File: src/smallest_free_id_allocator_defines.svh
// Assertion macros for the smallest-free-ID allocator.
// No dependencies; the files that assert include this header.
`ifndef SMALLEST_FREE_ID_ALLOCATOR_DEFINES_SVH
`define SMALLEST_FREE_ID_ALLOCATOR_DEFINES_SVH
`ifndef NO_ASSERTIONS
// Same-cycle implication, sampled on clk, off while arst_n is low.
`define SFIA_ASSERT_NOW(lbl, ante, cons, msg) \
	lbl: assert property (@(posedge clk) disable iff (!arst_n) (ante) |-> (cons)) \
		else $error(msg);
// Next-cycle implication, sampled on clk, off while arst_n is low.
`define SFIA_ASSERT_NEXT(lbl, ante, cons, msg) \
	lbl: assert property (@(posedge clk) disable iff (!arst_n) (ante) |=> (cons)) \
		else $error(msg);
`else
`define SFIA_ASSERT_NOW(lbl, ante, cons, msg)
`define SFIA_ASSERT_NEXT(lbl, ante, cons, msg)
`endif
`endif

File: src/sfia_pkg.sv
// Shared constants, state encoding and bit-search function of the allocator.
// No dependencies; used by every module of the block.
`default_nettype none
package sfia_pkg;

	localparam int NUM_IDS_DEF = 1024;
	localparam int WORD_W      = 32;
	localparam int BIT_W       = 5;
	localparam int ID_W        = 10;
	localparam int TDATA_W     = 16;

	typedef enum logic [4:0] {
		ST_INIT    = 5'b00001,
		ST_IDLE    = 5'b00010,
		ST_ADD_WR  = 5'b00100,
		ST_POP_CHK = 5'b01000,
		ST_SCAN    = 5'b10000
	} state_t;

	// Index of the lowest set bit; zero when the word is empty.
	function automatic logic [BIT_W-1:0] first_set(input logic [WORD_W-1:0] w);
		logic [BIT_W-1:0] idx;
		idx = '0;
		for (int i = WORD_W - 1; i >= 0; i--) begin
			if (w[i]) begin
				idx = BIT_W'(i);
			end
		end
		return idx;
	endfunction

endpackage
`default_nettype wire

File: src/sfia_map_mem.sv
// Free bitmap storage: one write port, one read port, registered read data.
// Depends on sfia_pkg for the word width.
`default_nettype none
module sfia_map_mem #(
	parameter int WW = 5
) (
	input  wire logic                         clk,
	input  wire logic                         we,
	input  wire logic [WW-1:0]                waddr,
	input  wire logic [sfia_pkg::WORD_W-1:0]  wdata,
	input  wire logic [WW-1:0]                raddr,
	output logic      [sfia_pkg::WORD_W-1:0]  rdata
);

	logic [sfia_pkg::WORD_W-1:0] mem [2**WW];

	always_ff @(posedge clk) begin
		if (we) begin
			mem[waddr] <= wdata;
		end
		rdata <= mem[raddr];
	end

endmodule
`default_nettype wire

File: src/sfia_word_find.sv
// Finds the lowest free ID in one bitmap word, above an optional floor bit
// and below NUM_IDS. Depends on sfia_pkg for widths and the bit search.
`default_nettype none
module sfia_word_find #(
	parameter int NUM_IDS = sfia_pkg::NUM_IDS_DEF,
	parameter int WW      = 5
) (
	input  wire logic [sfia_pkg::WORD_W-1:0] word,
	input  wire logic [WW-1:0]               widx,
	input  wire logic                        floor_en,
	input  wire logic [sfia_pkg::BIT_W-1:0]  floor_bit,
	output logic                             hit,
	output logic [sfia_pkg::BIT_W-1:0]       bit_idx
);

	localparam int LAST_W   = (NUM_IDS - 1) / sfia_pkg::WORD_W;
	localparam int LAST_CNT = NUM_IDS - LAST_W * sfia_pkg::WORD_W;
	localparam logic [sfia_pkg::WORD_W-1:0] LAST_MASK =
		sfia_pkg::WORD_W'((64'd1 << LAST_CNT) - 64'd1);

	logic [sfia_pkg::WORD_W-1:0] range_mask;
	logic [sfia_pkg::WORD_W-1:0] above_mask;
	logic [sfia_pkg::WORD_W-1:0] cand;

	always_comb begin
		range_mask = (widx == WW'(LAST_W)) ? LAST_MASK : '1;
		// Shifting two left by the floor bit leaves only bits strictly above it.
		above_mask = floor_en ? ~((32'd2 << floor_bit) - 32'd1) : '1;
		cand       = word & range_mask & above_mask;
		hit        = |cand;
		bit_idx    = sfia_pkg::first_set(cand);
	end

endmodule
`default_nettype wire

File: src/smallest_free_id_allocator.sv
// Smallest-free-ID allocator: a pop clears its bit in the pointer's word and searches
// above it; if none is free there, it scans the next bitmap words, one word per cycle.
// An add-back reads the word, then writes the word back with the ID's bit set.
// After reset the bitmap is filled with ones, one 32-bit word per cycle,
// (NUM_IDS+31)/32 words (32 for 1024 IDs), before the first item is accepted.
`default_nettype none
`include "smallest_free_id_allocator_defines.svh"
module smallest_free_id_allocator #(
	parameter int NUM_IDS = sfia_pkg::NUM_IDS_DEF
) (
	input  wire logic                          clk,
	input  wire logic                          arst_n,
	// Request side.
	input  wire logic                          s_tvalid,
	output logic                               s_tready,
	input  wire logic [sfia_pkg::TDATA_W-1:0]  s_tdata,  // [9:0] id_value, rest zero
	input  wire logic                          s_tuser,  // [0] req_type (1 = add back)
	// Result side.
	output logic                               m_tvalid,
	input  wire logic                          m_tready,
	output logic [sfia_pkg::TDATA_W-1:0]       m_tdata,  // [9:0] popped_id, rest zero
	output logic                               m_tuser   // [0] exhausted
);

	// The ID width never drops below one word index bit plus the bit offset.
	localparam int IW     = ($clog2(NUM_IDS) < 6) ? 6 : $clog2(NUM_IDS);
	localparam int WW     = IW - sfia_pkg::BIT_W;
	localparam int LAST_W = (NUM_IDS - 1) / sfia_pkg::WORD_W;
	localparam int BW     = sfia_pkg::BIT_W;

	sfia_pkg::state_t state_q;

	logic [IW-1:0] lp_q;        // low-water pointer: smallest free ID
	logic          none_q;      // no free ID left
	logic [WW-1:0] clr_w_q;     // word being filled during the clearing pass
	logic          chk_v_q;     // read data in the scan belongs to chk_w_q
	logic [WW-1:0] scan_w_q;    // word address issued this cycle during a scan
	logic [WW-1:0] chk_w_q;     // word whose data arrives this cycle
	logic [WW-1:0] add_w_q;     // word of the ID being added back
	logic [BW-1:0] add_b_q;     // bit of the ID being added back

	logic                          out_v_q;
	logic [sfia_pkg::ID_W-1:0]     out_id_q;
	logic                          out_ex_q;

	logic                          mem_we;
	logic [WW-1:0]                 mem_waddr;
	logic [sfia_pkg::WORD_W-1:0]   mem_wdata;
	logic [WW-1:0]                 mem_raddr;
	logic [sfia_pkg::WORD_W-1:0]   mem_rdata;

	logic [sfia_pkg::WORD_W-1:0]   pop_cleared;
	logic [sfia_pkg::WORD_W-1:0]   find_word;
	logic [WW-1:0]                 find_widx;
	logic                          find_floor;
	logic                          find_hit;
	logic [BW-1:0]                 find_idx;

	logic                          s_fire;
	logic                          pop_fire;
	logic                          add_fire;
	logic                          id_ok;
	logic [IW-1:0]                 id_int;
	logic [WW-1:0]                 lp_word;

	// Handshake. A request is taken only in the idle state and only when the
	// result register is free or being emptied, so a pop can load its result
	// at once: the ID it returns is already known from the pointer.
	assign s_tready = (state_q == sfia_pkg::ST_IDLE) && (!out_v_q || m_tready);
	assign s_fire   = s_tvalid && s_tready;
	assign pop_fire = s_fire && !s_tuser;
	assign add_fire = s_fire && s_tuser;

	// IDs of zero or of NUM_IDS and above are ignored on add-back.
	assign id_ok   = (s_tdata[sfia_pkg::ID_W-1:0] != '0) &&
		(32'(s_tdata[sfia_pkg::ID_W-1:0]) < NUM_IDS);
	assign id_int  = IW'(s_tdata[sfia_pkg::ID_W-1:0]);
	assign lp_word = lp_q[IW-1:BW];

	assign m_tvalid = out_v_q;
	assign m_tdata  = sfia_pkg::TDATA_W'(out_id_q);
	assign m_tuser  = out_ex_q;

	// The popped ID's bit is cleared in the word read for it.
	assign pop_cleared = mem_rdata & ~(32'd1 << lp_q[BW-1:0]);

	// Read address: the scan walks words; otherwise the address follows the
	// request at the port so the data is ready in the next state.
	always_comb begin
		case (state_q)
			sfia_pkg::ST_SCAN: begin
				mem_raddr = scan_w_q;
			end
			default: begin
				mem_raddr = s_tuser ? id_int[IW-1:BW] : lp_word;
			end
		endcase
	end

	// Write port: clearing pass, add-back write-back, pop write-back.
	always_comb begin
		mem_we    = 1'b0;
		mem_waddr = lp_word;
		mem_wdata = pop_cleared;
		case (state_q)
			sfia_pkg::ST_INIT: begin
				mem_we    = 1'b1;
				mem_waddr = clr_w_q;
				mem_wdata = '1;
			end
			sfia_pkg::ST_ADD_WR: begin
				mem_we    = 1'b1;
				mem_waddr = add_w_q;
				mem_wdata = mem_rdata | (32'd1 << add_b_q);
			end
			sfia_pkg::ST_POP_CHK: begin
				mem_we = 1'b1;
			end
			default: begin
				mem_we = 1'b0;
			end
		endcase
	end

	// The search unit looks above the popped bit in the first word and at
	// whole words during the scan.
	always_comb begin
		if (state_q == sfia_pkg::ST_POP_CHK) begin
			find_word  = pop_cleared;
			find_widx  = lp_word;
			find_floor = 1'b1;
		end else begin
			find_word  = mem_rdata;
			find_widx  = chk_w_q;
			find_floor = 1'b0;
		end
	end

	sfia_map_mem #(
		.WW(WW)
	) u_mem (
		.clk  (clk),
		.we   (mem_we),
		.waddr(mem_waddr),
		.wdata(mem_wdata),
		.raddr(mem_raddr),
		.rdata(mem_rdata)
	);

	sfia_word_find #(
		.NUM_IDS(NUM_IDS),
		.WW     (WW)
	) u_find (
		.word     (find_word),
		.widx     (find_widx),
		.floor_en (find_floor),
		.floor_bit(lp_q[BW-1:0]),
		.hit      (find_hit),
		.bit_idx  (find_idx)
	);

	// Control state: sequencer, pointer, exhausted flag, result valid.
	always_ff @(posedge clk or negedge arst_n) begin
		if (!arst_n) begin
			state_q <= sfia_pkg::ST_INIT;
			lp_q    <= IW'(1);
			none_q  <= 1'b0;
			clr_w_q <= '0;
			chk_v_q <= 1'b0;
			out_v_q <= 1'b0;
		end else begin
			if (m_tvalid && m_tready) begin
				out_v_q <= 1'b0;
			end
			if (pop_fire) begin
				out_v_q <= 1'b1;
			end
			case (state_q)
				sfia_pkg::ST_INIT: begin
					clr_w_q <= clr_w_q + WW'(1);
					if (clr_w_q == WW'(LAST_W)) begin
						state_q <= sfia_pkg::ST_IDLE;
					end
				end
				sfia_pkg::ST_IDLE: begin
					if (pop_fire && !none_q) begin
						state_q <= sfia_pkg::ST_POP_CHK;
					end
					if (add_fire && id_ok) begin
						state_q <= sfia_pkg::ST_ADD_WR;
						// An add-back while exhausted always takes the pointer.
						if (none_q || (id_int < lp_q)) begin
							lp_q <= id_int;
						end
						none_q <= 1'b0;
					end
				end
				sfia_pkg::ST_ADD_WR: begin
					state_q <= sfia_pkg::ST_IDLE;
				end
				sfia_pkg::ST_POP_CHK: begin
					chk_v_q <= 1'b0;
					if (find_hit) begin
						lp_q    <= {lp_word, find_idx};
						state_q <= sfia_pkg::ST_IDLE;
					end else if (lp_word == WW'(LAST_W)) begin
						none_q  <= 1'b1;
						state_q <= sfia_pkg::ST_IDLE;
					end else begin
						state_q <= sfia_pkg::ST_SCAN;
					end
				end
				sfia_pkg::ST_SCAN: begin
					chk_v_q <= 1'b1;
					if (chk_v_q) begin
						if (find_hit) begin
							lp_q    <= {chk_w_q, find_idx};
							state_q <= sfia_pkg::ST_IDLE;
						end else if (chk_w_q == WW'(LAST_W)) begin
							// The pointer keeps the last popped ID.
							none_q  <= 1'b1;
							state_q <= sfia_pkg::ST_IDLE;
						end
					end
				end
				default: begin
					state_q <= sfia_pkg::ST_IDLE;
				end
			endcase
		end
	end

	// Payload registers: scan addresses, add-back position, result fields.
	always_ff @(posedge clk) begin
		if (state_q == sfia_pkg::ST_POP_CHK) begin
			scan_w_q <= lp_word + WW'(1);
		end else if (state_q == sfia_pkg::ST_SCAN) begin
			scan_w_q <= scan_w_q + WW'(1);
			chk_w_q  <= scan_w_q;
		end
		if (add_fire) begin
			add_w_q <= id_int[IW-1:BW];
			add_b_q <= id_int[BW-1:0];
		end
		if (pop_fire) begin
			out_id_q <= none_q ? '0 : sfia_pkg::ID_W'(lp_q);
			out_ex_q <= none_q;
		end
	end

	`SFIA_ASSERT_NEXT(a_pop_exhausted, pop_fire && none_q, m_tvalid && m_tuser, "exhausted pop did not flag its result")
	`SFIA_ASSERT_NEXT(a_pop_id, pop_fire && !none_q, m_tvalid && !m_tuser && (m_tdata[sfia_pkg::ID_W-1:0] == $past(sfia_pkg::ID_W'(lp_q))), "pop result is not the pointer")
	`SFIA_ASSERT_NOW(a_ptr_nonzero, state_q != sfia_pkg::ST_INIT, lp_q != '0, "pointer reached ID zero")
	`SFIA_ASSERT_NOW(a_scan_no_write, state_q == sfia_pkg::ST_SCAN, !mem_we, "bitmap written during a scan")

endmodule
`default_nettype wire

File: config.mk
export PLATFORM = sky130hd
export DESIGN_NAME = smallest_free_id_allocator
export DESIGN_NICKNAME = d
export VERILOG_FILES = /design/src/sfia_pkg.sv /design/src/sfia_map_mem.sv /design/src/sfia_word_find.sv /design/src/smallest_free_id_allocator.sv
export VERILOG_INCLUDE_DIRS = /design/src /design/src/src
export SDC_FILE = /design/constraint.sdc
export NUM_CORES = 2
export LEC_CHECK = 0
export BUFFER_PORTS_ARGS = -buffer_cell sky130_fd_sc_hd__buf_2
export CAP_MARGIN = 20
export CORE_ASPECT_RATIO = 1.1
export CORE_MARGIN = 2
export CORE_UTILIZATION = 40
export DETAILED_ROUTE_END_ITERATION = 8
export HOLD_SLACK_MARGIN = 0.05
export PLACE_DENSITY = 0.55
export RECOVER_POWER = 100
export SYNTH_ARGS = -nofsm -noshare
export SYNTH_HDL_FRONTEND = slang
export SYNTH_HIERARCHICAL = 1
export SYNTH_SLANG_ARGS = --single-unit
File: constraint.sdc
create_clock -name clk -period 5.51 [get_ports clk]
set_clock_uncertainty 0.05 [all_clocks]
set_input_delay 0 -clock clk [delete_from_list [all_inputs] [get_ports clk]]
set_output_delay 0 -clock clk [all_outputs]
set_load 0.05 [all_outputs]
==> impl_table.tex <==
\begin{tabular}{lr}
\hline
Metric & Value \\
\hline
\multicolumn{2}{l}{\textbf{Power}} \\
Power share of the combinational group & about a quarter \\
Switching share of total power & between 30\% and 40\% \\
Worst vdd ir & roughly 370 uV \\
Part of the power in the clock network & between 20\% and 30\% \\
Part of the total power dissipated in sequential elements & 44.0\% \\
Internal Power & $\sim$0.017 W \\
Leakage power summed over all cells & roughly 18 nW \\
Power density relative to cell area & between 400 and 500 mW/mm\^{}2 \\
Switching power summed over all nets & $\sim$0.0083 W \\
\multicolumn{2}{l}{\textbf{Yosys}} \\
Per-instance average area after synthesis & about 16 sq um \\
Synthesis Warnings & 6 \\
Synthesized cell area & $\sim$0.046 sq mm \\
Post-Syn Instances & between 2000 and 3000 \\
\multicolumn{2}{l}{\textbf{Critical path}} \\
Startpoint Class & flop \\
Largest stage delay, worst path & 1560 ps \\
Number of buffers and inverters on the critical path & 1 \\
Cell class contributing the biggest share of worst-path delay & simple AND/OR/NAND/NOR gates \\
End of the worst register-to-register path & u\_mem/mem[6][30]\$\_DFFE\_PP\_ \\
Critical path data required time & around 5800 ps \\
Flop2flop setup slack & 510 ps \\
Startpoint of the worst-slack reg-to-reg timing path & state\_q[2]\$\_DFFE\_PN0P\_ \\
Count of cells along the worst register-to-register path & 5 \\
Worst Setup Path Type & flop to flop \\
CP max FO & 18 \\
Nature of the critical path endpoint & flop \\
Critical Path, Cell by Cell & or4\_1 -> nand2\_1 -> nand3b\_1 -> nor2\_1 -> clkbuf\_2 \\
Crit path max-delay cell type & sky130\_fd\_sc\_hd\_\_nor2\_1 \\
Arrival time of data at the critical path endpoint & approximately 5300 ps \\
\multicolumn{2}{l}{\textbf{STA}} \\
Post-route minimum period & approximately 5000 ps \\
Transition time at the pin with the least slew margin & 1990 ps \\
Share of the cycle needed by the critical path after routing & roughly nine tenths \\
Maximum clock frequency & roughly 200 MHz \\
\# setup viols final & 0 \\
Aggregate negative setup slack & 0 ps \\
RSZ-0062 raised after global routing & false \\
Worst rel slew slack & -33.1\% \\
Max-slew violation count & between 300 and 400 \\
Fin. Hold Viols & 0 \\
\multicolumn{2}{l}{\textbf{Route}} \\
Wirelength, routed & approximately 120000 um \\
DR vias & 26300 \\
Vias per inst & between 5 and 6 \\
Post-detailed-route count of antenna-violating nets & 0 \\
Number of detailed-routing iterations run before antenna repair & 8 \\
Number of DRC markers in iteration 0 & 2302 \\
DRC Markers & 0 \\
DR WL/cell & 26.2 um \\
\multicolumn{2}{l}{\textbf{Worst hold path}} \\
Worst hold path startpoint & s\_tdata[4] \\
Cell count of the worst hold path & 4 \\
Endpoint of the worst hold path & lp\_q[4]\$\_DFFE\_PN0P\_ \\
Worst hold-check path type & input port to flop \\
\multicolumn{2}{l}{\textbf{Global route}} \\
Total global routing track utilization & approximately 21\% \\
Pin count of the biggest net entering global routing & 96 \\
Total global routing overflow & 0 \\
Initial antenna violation count & 1 \\
Via count of the first global-routing pass & $\sim$26000 \\
First-pass GRT wire length & 179000 um \\
\multicolumn{2}{l}{\textbf{Floorplanning}} \\
Floorplan die area & about 0.12 sq mm \\
Core region area & 0.114 sq mm \\
Count of standard-cell rows & between 100 and 150 \\
Initial Util & roughly 40\% \\
Vertical die dimension & between 300 and 400 um \\
Die width & 327 um \\
Count of boundary I/O pins & 40 \\
\multicolumn{2}{l}{\textbf{CTS}} \\
Clock Sinks & roughly 1100 \\
Max clock buf depth & 3 \\
TritonCTS clock tree & built \\
Root Buffer & sky130\_fd\_sc\_hd\_\_clkbuf\_16 \\
Clock slew at reported path FFs & around 60 ps \\
Clock buffer count from CTS & around 110 \\
Clock insertion delay at the later pin of the skew report & approximately 730 ps \\
H-tree depth reported by CTS & 3 \\
Number of gates resized after cts & 0 \\
\multicolumn{2}{l}{\textbf{Place}} \\
Number of I/O port buffers & 27 \\
Routability Congestion & between 0.9 and 1 \\
Inst Count DP & between 4000 and 5000 \\
HPWL after detailed placement & about 72000 um \\
Cell area reported after detailed placement & 0.0483 sq mm \\
\multicolumn{2}{l}{\textbf{Finish}} \\
Fraction of layout instances using a drive strength above 1 & under 10\% \\
Layout-stage area growth over the synthesis result & 13.0\% \\
Final cell area excluding filler cells & between 0.05 and 0.06 sq mm \\
Nets@finish & around 3100 \\
Finished Layout Cells & approximately 4700 \\
Fill cell instance count of the final layout & around 9800 \\
\multicolumn{2}{l}{\textbf{Outcome}} \\
Status & finished with violations \\
Violated checks & capacitance limit, slew limit \\
\multicolumn{2}{l}{\textbf{Run}} \\
Count of maximum capacitance violations & 20 \\
\hline
\end{tabular}
==> per-stage QoR <==
step           hold WS (ps)  worst slack (ps)  util, %  power [W]
3_3_place_gp          -46.1              1070     42.3     0.0182
6_report                234               511     45.5     0.0258
3_5_place_dp          -36.1              1050     42.4     0.0184
5_1_grt                 255               426     45.5     0.0269
4_1_cts                 123              1040     45.8     0.0260
2_1_floorplan          -346              1470        -     0.0159
==> routing by layer <==
layer	GRT usage, %	up-vias	share of wire, %
met2	34.7	703	49
met1	28.0	13700	43
li1	-	11800	-
met4	6.33	0	2.7
met3	2.51	183	5.1
met5	0	-	0
==> power groups by stage <==
stage	clock [W]	sequential [W]	combinational [W]
after floorplan	0	0.0113	0.00459
after global placement	0	0.0114	0.00679
after detailed placement	0	0.0114	0.00695
after CTS	0.00775	0.0113	0.00699
after global routing	0.00808	0.0114	0.00742
final	0.00759	0.0113	0.00685
==> worst max path at each step <==
stage	startpoint	endpoint	slack (ps)	depth (start not counted)
2_1_floorplan	state_q[0]$_DFFE_PN1P_	u_mem/mem[28][0]$_DFFE_PP_	1470	9
3_3_place_gp	state_q[2]$_DFFE_PN0P_	lp_q[7]$_DFFE_PN0P_	1070	12
3_5_place_dp	state_q[2]$_DFFE_PN0P_	lp_q[8]$_DFFE_PN0P_	1050	12
4_1_cts	state_q[2]$_DFFE_PN0P_	lp_q[8]$_DFFE_PN0P_	1040	12
5_1_grt	state_q[2]$_DFFE_PN0P_	u_mem/mem[0][30]$_DFFE_PP_	430	5
6_report	state_q[2]$_DFFE_PN0P_	u_mem/mem[6][30]$_DFFE_PP_	510	5
==> placed cells by master (no fill, tap or decap), types with 39 or more instances in the layout <==
cell,instances
sky130_fd_sc_hd__clkbuf_1,97
sky130_fd_sc_hd__a22oi_1,103
sky130_fd_sc_hd__buf_4,39
sky130_fd_sc_hd__a31oi_1,40
sky130_fd_sc_hd__edfxtp_1,1055
sky130_fd_sc_hd__clkbuf_16,108
sky130_fd_sc_hd__mux2i_1,530
sky130_fd_sc_hd__a22o_1,65
sky130_fd_sc_hd__nor2_1,89
sky130_fd_sc_hd__nor3_1,50
sky130_fd_sc_hd__a21oi_1,137
sky130_fd_sc_hd__nand3_1,117
sky130_fd_sc_hd__o21ai_0,49
sky130_fd_sc_hd__nand2_1,160
==> worst reg2reg max path: stages (launching register included) <==
cell and delay [ps]:
sky130_fd_sc_hd__dfrtp_1 560, sky130_fd_sc_hd__or4_1 1000, sky130_fd_sc_hd__nand2_1 290, sky130_fd_sc_hd__nand3b_1 470, sky130_fd_sc_hd__nor2_1 1560, sky130_fd_sc_hd__clkbuf_2 650
==> area by class of cell <==
type	count	area [sq um]	share of cell area, %
Timing Repair Buffer	184	1310	2.53
Clock buffer	142	2940	5.67
Sequential cell	1110	32900	63.4
Multi-Input combinational cell	1623	12000	23.1
Clock inverter	63	744	1.44
Inverter	21	83.8	0.162
Antenna cell	2	5.00	0.00965
Tap cell	1518	1900	3.66
==> sequential cells by signal (all words and copies together), names as in the netlist <==
| name | flops |
|---|---|
| state_q | 5 |
| out_id_q | 10 |
| none_q | 1 |
| add_b_q | 5 |
| chk_v_q | 1 |
| m_tvalid | 1 |
| m_tuser | 1 |
| chk_w_q | 5 |
| u_mem/rdata | 32 |
| add_w_q | 5 |
| lp_q | 10 |
| u_mem/mem | 1024 |
| scan_w_q | 5 |
| clr_w_q | 5 |
==> repair_timing <==
action,CTS,global route
buffers inserted,0,0
hold buffers,29,0
endpoints found under the setup margin,0,0
hold endpoints to repair,69,0
(Power assumes the default switching activity.)
